File: config.mk
export PLATFORM = sky130hd
export DESIGN_NAME = wildcard_byte_signature_scanner_top
export DESIGN_NICKNAME = d
export VERILOG_FILES = /design/src/rtl/wbss_pkg.sv /design/src/rtl/wbss_cfg.sv /design/src/rtl/wbss_window.sv /design/src/rtl/wbss_match.sv /design/src/rtl/wildcard_byte_signature_scanner_top.sv
export SDC_FILE = /design/constraint.sdc
export NUM_CORES = 2
export LEC_CHECK = 0
export ABC_AREA = 1
export BUFFER_PORTS_ARGS = -buffer_cell sky130_fd_sc_hd__clkbuf_2
export CORE_ASPECT_RATIO = 2
export CORE_MARGIN = 1.5
export CORE_UTILIZATION = 48
export CTS_CLUSTER_DIAMETER = 40
export CTS_CLUSTER_SIZE = 20
export DETAILED_ROUTE_END_ITERATION = 10
export PLACE_DENSITY = 0.66
export SLEW_MARGIN = 20
export SYNTH_ARGS = -nofsm -noshare
export SYNTH_HDL_FRONTEND = slang
export SYNTH_HIERARCHICAL = 1
export SYNTH_SLANG_ARGS = --single-unit
File: constraint.sdc
create_clock -name clk -period 7.98 [get_ports clk]
set_clock_uncertainty 0.2 [all_clocks]
set_input_delay 1.596 -clock clk [delete_from_list [all_inputs] [get_ports clk]]
set_output_delay 1.596 -clock clk [all_outputs]
set_load 0.05 [all_outputs]
File: src/rtl/wbss_pkg.sv
// wbss_pkg: shared constants, register indexes and stage types for the
// wildcard byte signature scanner; no dependencies
package wbss_pkg;

  localparam int MAX_PATTERN_BYTES = 32;
  localparam int ADDR_BITS         = 48;
  localparam int LEN_W             = $clog2(MAX_PATTERN_BYTES + 1);
  localparam int IDX_W             = $clog2(MAX_PATTERN_BYTES);
  localparam int CFG_DATA_W        = 64;
  localparam int CFG_IDX_W         = 3;
  localparam int WORD_BYTES        = CFG_DATA_W / 8;

  typedef logic [7:0] byte_t;

  typedef enum logic [CFG_IDX_W-1:0] {
    CFG_PATTERN_0      = 3'd0,
    CFG_PATTERN_1      = 3'd1,
    CFG_PATTERN_2      = 3'd2,
    CFG_PATTERN_3      = 3'd3,
    CFG_CARE_MASK      = 3'd4,
    CFG_PATTERN_LENGTH = 3'd5
  } cfg_idx_t;

  // pattern lined up with window positions, position 0 newest
  typedef struct packed {
    byte_t [MAX_PATTERN_BYTES-1:0] exp_byte;
    logic  [MAX_PATTERN_BYTES-1:0] care;
    logic  [LEN_W-1:0]             len;
  } align_t;

  typedef struct packed {
    logic [ADDR_BITS-1:0] addr;
    logic                 scan_first;
    logic [LEN_W-1:0]     fill;
  } stage_t;

endpackage

File: src/rtl/wbss_cfg.sv
// wbss_cfg: configuration registers and pattern alignment to window positions
// depends on wbss_pkg
module wbss_cfg (
  input  logic                                  clk,
  input  logic                                  rst_n,
  input  logic                                  cfg_we,
  input  logic [wbss_pkg::CFG_IDX_W-1:0]        cfg_index,
  input  logic [wbss_pkg::CFG_DATA_W-1:0]       cfg_wdata,
  output wbss_pkg::align_t                      align
);

  logic [wbss_pkg::MAX_PATTERN_BYTES*8-1:0] pat_r, pat_nxt;
  logic [wbss_pkg::MAX_PATTERN_BYTES-1:0]   care_r, care_nxt;
  logic [wbss_pkg::LEN_W-1:0]               len_r, len_nxt;
  logic [wbss_pkg::LEN_W-1:0]               eff_len;
  wbss_pkg::align_t                         align_r, align_nxt;

  always_comb begin
    pat_nxt  = pat_r;
    care_nxt = care_r;
    len_nxt  = len_r;
    if (cfg_we) begin
      case (wbss_pkg::cfg_idx_t'(cfg_index))
        wbss_pkg::CFG_PATTERN_0: pat_nxt[0*wbss_pkg::CFG_DATA_W +: wbss_pkg::CFG_DATA_W] = cfg_wdata;
        wbss_pkg::CFG_PATTERN_1: pat_nxt[1*wbss_pkg::CFG_DATA_W +: wbss_pkg::CFG_DATA_W] = cfg_wdata;
        wbss_pkg::CFG_PATTERN_2: pat_nxt[2*wbss_pkg::CFG_DATA_W +: wbss_pkg::CFG_DATA_W] = cfg_wdata;
        wbss_pkg::CFG_PATTERN_3: pat_nxt[3*wbss_pkg::CFG_DATA_W +: wbss_pkg::CFG_DATA_W] = cfg_wdata;
        wbss_pkg::CFG_CARE_MASK: care_nxt = cfg_wdata[wbss_pkg::MAX_PATTERN_BYTES-1:0];
        wbss_pkg::CFG_PATTERN_LENGTH: len_nxt = cfg_wdata[wbss_pkg::LEN_W-1:0];
        default: ;
      endcase
    end
  end

  always_ff @(posedge clk) begin
    if (!rst_n) begin
      pat_r  <= '0;
      care_r <= '0;
      len_r  <= wbss_pkg::LEN_W'(1);
    end else begin
      pat_r  <= pat_nxt;
      care_r <= care_nxt;
      len_r  <= len_nxt;
    end
  end

  // zero length acts as one, oversize saturates
  always_comb begin
    if (len_r == '0)
      eff_len = wbss_pkg::LEN_W'(1);
    else if (len_r > wbss_pkg::LEN_W'(wbss_pkg::MAX_PATTERN_BYTES))
      eff_len = wbss_pkg::LEN_W'(wbss_pkg::MAX_PATTERN_BYTES);
    else
      eff_len = len_r;
  end

  // window position j compares against pattern byte len-1-j
  always_comb begin
    logic [wbss_pkg::IDX_W-1:0] k;
    align_nxt.len = eff_len;
    for (int j = 0; j < wbss_pkg::MAX_PATTERN_BYTES; j++) begin
      k = wbss_pkg::IDX_W'(eff_len - wbss_pkg::LEN_W'(1) - wbss_pkg::LEN_W'(j));
      align_nxt.exp_byte[j] = pat_r[k*8 +: 8];
      align_nxt.care[j]     = care_r[k] && (wbss_pkg::LEN_W'(j) < eff_len);
    end
  end

  always_ff @(posedge clk) begin
    align_r <= align_nxt;
  end

  assign align = align_r;

endmodule

File: src/rtl/wbss_window.sv
// wbss_window: input register stage holding the sliding byte window and fill count
// depends on wbss_pkg
module wbss_window (
  input  logic                                   clk,
  input  logic                                   rst_n,
  input  logic                                   in_valid,
  output logic                                   in_ready,
  input  logic [7:0]                             in_data_byte,
  input  logic [wbss_pkg::ADDR_BITS-1:0]         in_byte_address,
  input  logic                                   in_region_first,
  input  logic                                   in_scan_first,
  input  logic                                   advance,
  output logic                                   s1_valid,
  output wbss_pkg::stage_t                       s1_stage,
  output wbss_pkg::byte_t [wbss_pkg::MAX_PATTERN_BYTES-1:0] s1_window
);

  logic                                              valid_r, valid_nxt;
  wbss_pkg::byte_t [wbss_pkg::MAX_PATTERN_BYTES-1:0] win_r, win_nxt;
  logic [wbss_pkg::LEN_W-1:0]                        fill_r, fill_nxt;
  logic [wbss_pkg::ADDR_BITS-1:0]                    addr_r;
  logic                                              scan_r;
  logic                                              accept;

  assign in_ready = !valid_r || advance;
  assign accept   = in_valid && in_ready;

  always_comb begin
    valid_nxt = valid_r;
    win_nxt   = win_r;
    fill_nxt  = fill_r;
    if (accept) begin
      valid_nxt = 1'b1;
      win_nxt   = {win_r[wbss_pkg::MAX_PATTERN_BYTES-2:0], in_data_byte};
      if (in_region_first)
        fill_nxt = wbss_pkg::LEN_W'(1);
      else if (fill_r < wbss_pkg::LEN_W'(wbss_pkg::MAX_PATTERN_BYTES))
        fill_nxt = fill_r + wbss_pkg::LEN_W'(1);
    end else if (advance) begin
      valid_nxt = 1'b0;
    end
  end

  always_ff @(posedge clk) begin
    if (!rst_n) begin
      valid_r <= 1'b0;
      win_r   <= '0;
      fill_r  <= '0;
    end else begin
      valid_r <= valid_nxt;
      win_r   <= win_nxt;
      fill_r  <= fill_nxt;
    end
  end

  always_ff @(posedge clk) begin
    if (accept) begin
      addr_r <= in_byte_address;
      scan_r <= in_scan_first;
    end
  end

  assign s1_valid            = valid_r;
  assign s1_window           = win_r;
  assign s1_stage.addr       = addr_r;
  assign s1_stage.scan_first = scan_r;
  assign s1_stage.fill       = fill_r;

endmodule

File: src/rtl/wbss_match.sv
// wbss_match: parallel window compare, found latch and result register
// depends on wbss_pkg
module wbss_match (
  input  logic                                   clk,
  input  logic                                   rst_n,
  input  logic                                   s1_valid,
  input  wbss_pkg::stage_t                       s1_stage,
  input  wbss_pkg::byte_t [wbss_pkg::MAX_PATTERN_BYTES-1:0] s1_window,
  input  wbss_pkg::align_t                       align,
  output logic                                   advance,
  output logic                                   out_valid,
  input  logic                                   out_ready,
  output logic                                   out_window_match,
  output logic                                   out_first_hit,
  output logic [wbss_pkg::ADDR_BITS-1:0]         out_hit_address
);

  logic                                   valid_r, valid_nxt;
  logic                                   found_r, found_nxt;
  logic                                   match_r, first_r;
  logic [wbss_pkg::ADDR_BITS-1:0]         hit_addr_r;
  logic [wbss_pkg::MAX_PATTERN_BYTES-1:0] pos_ok;
  logic                                   match;
  logic                                   found_prev;
  logic                                   load;

  assign advance = !valid_r || out_ready;
  assign load    = s1_valid && advance;

  always_comb begin
    for (int j = 0; j < wbss_pkg::MAX_PATTERN_BYTES; j++)
      pos_ok[j] = !align.care[j] || (s1_window[j] == align.exp_byte[j]);
  end

  assign match      = (s1_stage.fill >= align.len) && (&pos_ok);
  assign found_prev = found_r && !s1_stage.scan_first;

  always_comb begin
    valid_nxt = valid_r;
    found_nxt = found_r;
    if (load) begin
      valid_nxt = 1'b1;
      found_nxt = found_prev || match;
    end else if (out_ready) begin
      valid_nxt = 1'b0;
    end
  end

  always_ff @(posedge clk) begin
    if (!rst_n) begin
      valid_r <= 1'b0;
      found_r <= 1'b0;
    end else begin
      valid_r <= valid_nxt;
      found_r <= found_nxt;
    end
  end

  always_ff @(posedge clk) begin
    if (load) begin
      match_r    <= match;
      first_r    <= match && !found_prev;
      hit_addr_r <= match ? (s1_stage.addr + wbss_pkg::ADDR_BITS'(1)
                             - wbss_pkg::ADDR_BITS'(align.len)) : '0;
    end
  end

  assign out_valid        = valid_r;
  assign out_window_match = match_r;
  assign out_first_hit    = first_r;
  assign out_hit_address  = hit_addr_r;

endmodule

File: src/rtl/wildcard_byte_signature_scanner_top.sv
// wildcard_byte_signature_scanner_top: two register stages, window then compare
// items are registered in the window stage, then the compare stage; with out_ready high,
// throughput 1 item per cycle, both stages refill on the edge they hand over
// synchronous active-low reset clears config to defaults, window, fill count,
// found latch and both stage valids; config takes effect via config reg, then align reg
// depends on wbss_pkg, wbss_cfg, wbss_window, wbss_match
module wildcard_byte_signature_scanner_top (
  input  logic                                  clk,
  input  logic                                  rst_n,
  input  logic                                  cfg_we,
  input  logic [wbss_pkg::CFG_IDX_W-1:0]        cfg_index,
  input  logic [wbss_pkg::CFG_DATA_W-1:0]       cfg_wdata,
  input  logic                                  in_valid,
  output logic                                  in_ready,
  input  logic [7:0]                            in_data_byte,
  input  logic [wbss_pkg::ADDR_BITS-1:0]        in_byte_address,
  input  logic                                  in_region_first,
  input  logic                                  in_scan_first,
  output logic                                  out_valid,
  input  logic                                  out_ready,
  output logic                                  out_window_match,
  output logic                                  out_first_hit,
  output logic [wbss_pkg::ADDR_BITS-1:0]        out_hit_address
);

  wbss_pkg::align_t                                  align;
  wbss_pkg::stage_t                                  s1_stage;
  wbss_pkg::byte_t [wbss_pkg::MAX_PATTERN_BYTES-1:0] s1_window;
  logic                                              s1_valid;
  logic                                              advance;

  wbss_cfg u_cfg (
    .clk       (clk),
    .rst_n     (rst_n),
    .cfg_we    (cfg_we),
    .cfg_index (cfg_index),
    .cfg_wdata (cfg_wdata),
    .align     (align)
  );

  wbss_window u_window (
    .clk             (clk),
    .rst_n           (rst_n),
    .in_valid        (in_valid),
    .in_ready        (in_ready),
    .in_data_byte    (in_data_byte),
    .in_byte_address (in_byte_address),
    .in_region_first (in_region_first),
    .in_scan_first   (in_scan_first),
    .advance         (advance),
    .s1_valid        (s1_valid),
    .s1_stage        (s1_stage),
    .s1_window       (s1_window)
  );

  wbss_match u_match (
    .clk              (clk),
    .rst_n            (rst_n),
    .s1_valid         (s1_valid),
    .s1_stage         (s1_stage),
    .s1_window        (s1_window),
    .align            (align),
    .advance          (advance),
    .out_valid        (out_valid),
    .out_ready        (out_ready),
    .out_window_match (out_window_match),
    .out_first_hit    (out_first_hit),
    .out_hit_address  (out_hit_address)
  );

endmodule

==> impl_metrics.yaml <==
outcome:
  run_status: "finished, final reports clean"
power_and_ir_drop:
  power_leakage_uw: 0.02694
  power_density_nw_per_um2: 287.3
  p_total_uw: 16950
  vdd_drop_max_mv: 0.2261
synthesis:
  synth_compound_area_frac: 0.1301
  synth_top_area_share: 0.3169
  async_flop_share: 0
  synth_adder_area_share: 0.01500
  synthTopCellsByArea: "dfxtp_1 32%, nand2_1 14%, nand3_1 14%, o21ai_0 7.2%, nor2_1 6.7%"
  ys.flop_type: "dfxtp_1"
  synth_warnings: 6
  syn_area_per_cell_um2: 6.498
  synth_top_family_by_area: "simple AND/OR/NAND/NOR gates"
  synth_cells: 8292
  yosysTopAreaCell: "dfxtp_1"
  synth_edf_count: 99
  syn_area_um2: 53890
  ys_types: 48
  synth_nets: 8486
  synthSimpleGateAreaFrac: 0.3693
  ys_ff_latch: 952
  synth-xor-area-share: 0.03137
  ys_seq_area_frac: 0.3721
  synthMuxAreaShare: 0
setup_path:
  path_max_fanout: 100
  critPathSlowestCell: "ha_4"
  endpoint_kind: "register"
  crit_arrival_ns: 6.43
  rr_worst_depth: 15
  start_kind: "register"
  path_cells: "nor2_1 -> nand3_4 -> nand2_8 -> inv_2 -> ha_4 -> buf_4 -> nand2_1 -> nand2_4 -> buf_12 -> nand2_1 -> nand3_1 -> nand3_1 -> nand2_1 -> nor2_1 -> nor2_1"
  max_stage_delay_ns: 0.74
  critPathKind: "reg2reg"
  critPathRequiredTime_ns: 8.45
grt:
  grt.total_usage: 0.4312
  grt_max_degree: 285
  grt-ovfl-total: 0
  first_global_vias: 52020
  antenna_found_initial: 23
  grt_pass1_wl_mm: 353.1
routing:
  first_pass_iters: 9
  drt-total-wl_mm: 254.0
  routed-via-count: 57580
  drcViolationCount: 0
  wl_per_cell_um: 26.06
  via_per_inst: 5.907
  ant_nets: 0
  first_iter_violations: 6524
die:
  die-area_um2: 114400
  core_um2: 111300
  rows: 173
  ios: 182
  die_w_um: 239.9
  die_height_um: 476.8
  initial_utilization: 0.4843
clock_tree:
  cts_resized: 0
  cts_tree: "yes"
  clk_pin_slew_ns: 0.08
  clock_path_buffers: 3
  post_cts_buffers: 0
  cts_buffers: 105
  clk_latency_ns: 0.79
  cts_root_buf: "clkbuf_16"
  hold_buffers: 0
  h-tree-depth: 3
  cts.sinks: 952
sta:
  drv_slew: 0
  hold_violations: 0
  setup_violations: 0
  fmax_mhz: 167.7
  fin_setup_tns_ns: 0
  fin_crit_sh: 0.7472
  rsz0062_at_grt: "no"
  tightest_slew_ns: 1.272
  setup_slack_ns: 2.018
  finalCriticalPeriod_ns: 5.962
  maxSlewHeadroom: 0.1519
final_layout:
  utilization: 0.5303
  final_area_um2: 59000
  nets: 8348
  areaGrowthSynthToFinish_pct: 9.487
  drive_above_1_share: 0.06609
  nFillCells: 11330
placement:
  place.gp.congestion: 1.053
  dp_hpwl_mm: 196.0
  io_buffers: 181
  dpl_cell_area_um2: 55030
  dp_slack_ns: 2.267
run:
  drv_cap: 0
min_path:
  hold_path_class: "reg2reg"
  hold_depth: 0
==> cell usage in the layout, fill, tap and decap left out, types with 5 or more instances in the layout <==
cell type,Yosys,final
clkinvlp_4,0,5
o211ai_1,80,80
nand4_1,35,35
o21ai_0,774,771
buf_12,0,10
o21bai_1,7,7
clkinv_8,0,17
o21ai_1,152,155
nor3_2,4,5
inv_6,0,14
nor2_1,965,962
a31oi_1,10,10
nand2_4,7,8
or2_1,11,11
xnor2_1,180,180
diode_2,0,15
inv_12,0,7
nor2_2,9,9
clkbuf_2,0,180
inv_2,21,23
clkbuf_8,0,6
clkbuf_16,0,108
dfxtp_1,853,853
ha_1,63,62
inv_1,555,551
nor3_1,14,13
nand2_1,2075,2072
a21o_1,5,5
clkinv_2,0,7
or2_0,12,12
nand2_2,37,37
inv_8,0,17
or2_2,11,11
xor2_1,13,13
buf_4,45,43
nand3_1,1486,1485
edfxtp_1,99,99
nor3b_2,5,5
bufinv_16,0,7
a21oi_1,309,309
==> worst paths after layout <==
check,start,end,slack (ns)
max,u_cfg/len_r[5],u_cfg/align[13],2.02
min,u_cfg/len_r[5],u_cfg/align[5],0.26
max reg2reg,u_cfg/len_r[5],u_cfg/align[13],2.02
min reg2reg,u_cfg/len_r[5],u_cfg/align[5],0.26
==> report_power, final <==
part           switching, µW  leakage, µW  internal (µW)
registers                660      0.00800           5530
logic                   3860       0.0170           1450
clock network           2520      0.00190           2930
==> through the flow <==
step	instances	hold WS, ns
floorplan	8292	0.2337
CTS	9732	0.2446
detailed placement	9533	0.2458
global placement	9533	0.2205
finish	9748	0.2561
global route	9736	0.2775
==> cells in the mapped netlist, types with 4 or more instances <==
master / instances
nand4_1: 35
buf_6: 10
clkbuf_1: 217
a31oi_1: 10
o211ai_1: 80
nand2_1: 2075
ha_1: 63
xor2_1: 13
nor2_2: 9
nor3_1: 14
nand2_4: 7
nand2_2: 37
or2_0: 12
buf_4: 45
nor3_2: 4
edfxtp_1: 99
o21bai_1: 7
or2_1: 11
buf_2: 168
nand3_1: 1486
inv_1: 555
buf_1: 39
nor3b_2: 5
nor2_1: 965
o21ai_0: 774
or2_2: 11
inv_2: 21
a21o_1: 5
o21ai_1: 152
nand3b_1: 4
dfxtp_1: 853
xnor2_1: 180
a21oi_1: 309
==> layer usage <==
metal,share of wire,global-route usage,vias to the layer above
met5,0.00021,0,-
met3,0.082,0.1009,858
met4,0.11,0.4138,8
li1,-,-,27050
met1,0.35,0.4557,26820
met2,0.46,0.6963,2849
==> sequential cells by signal, summed over array words and instances, names as in the netlist <==
signal and count:
u_window/scan_r 1, u_cfg/pat_r 256, u_match/out_first_hit 1, u_window/fill_r 6
u_match/out_valid 1, u_match/found_r 1, u_match/out_hit_address 48, u_window/s1_valid 1
u_window/s1_window 256, u_cfg/len_r 6, u_cfg/align 294, u_window/addr_r 48
u_cfg/care_r 32, u_match/out_window_match 1
==> worst max-delay path, delay by kind of cell, from the launching register on <==
| kind | cells | cell delay (ns) |
|---|---|---|
| flops | 1 | 0.38 |
| fa+ha+maj | 1 | 0.74 |
| simple gates | 11 | 3.28 |
| buf+inv | 3 | 1.19 |
==> layout make-up <==
type / instances / area (µm²) / share of cell area
clock buffers: 117 / 2796 / 0.04740
inverters: 578 / 2178 / 0.03692
multi-input cells: 6283 / 29510 / 0.5002
well taps: 1487 / 1861 / 0.03154
repair buffers: 234 / 1439 / 0.02439
flip-flops and latches: 952 / 20050 / 0.3398
clock inverters: 82 / 1127 / 0.01911
diodes: 15 / 37.54 / 0.0006362
==> cells by family after synthesis <==
logic type | Yosys count
adders and majority gates | 64
buffers and inverters | 1057
and+or+nand+nor | 4680
AOI/OAI and AO/OA | 1346
DFF | 952
xor gates and xnor gates | 193
No activity file was read; power rests on OpenSTA's default activity.
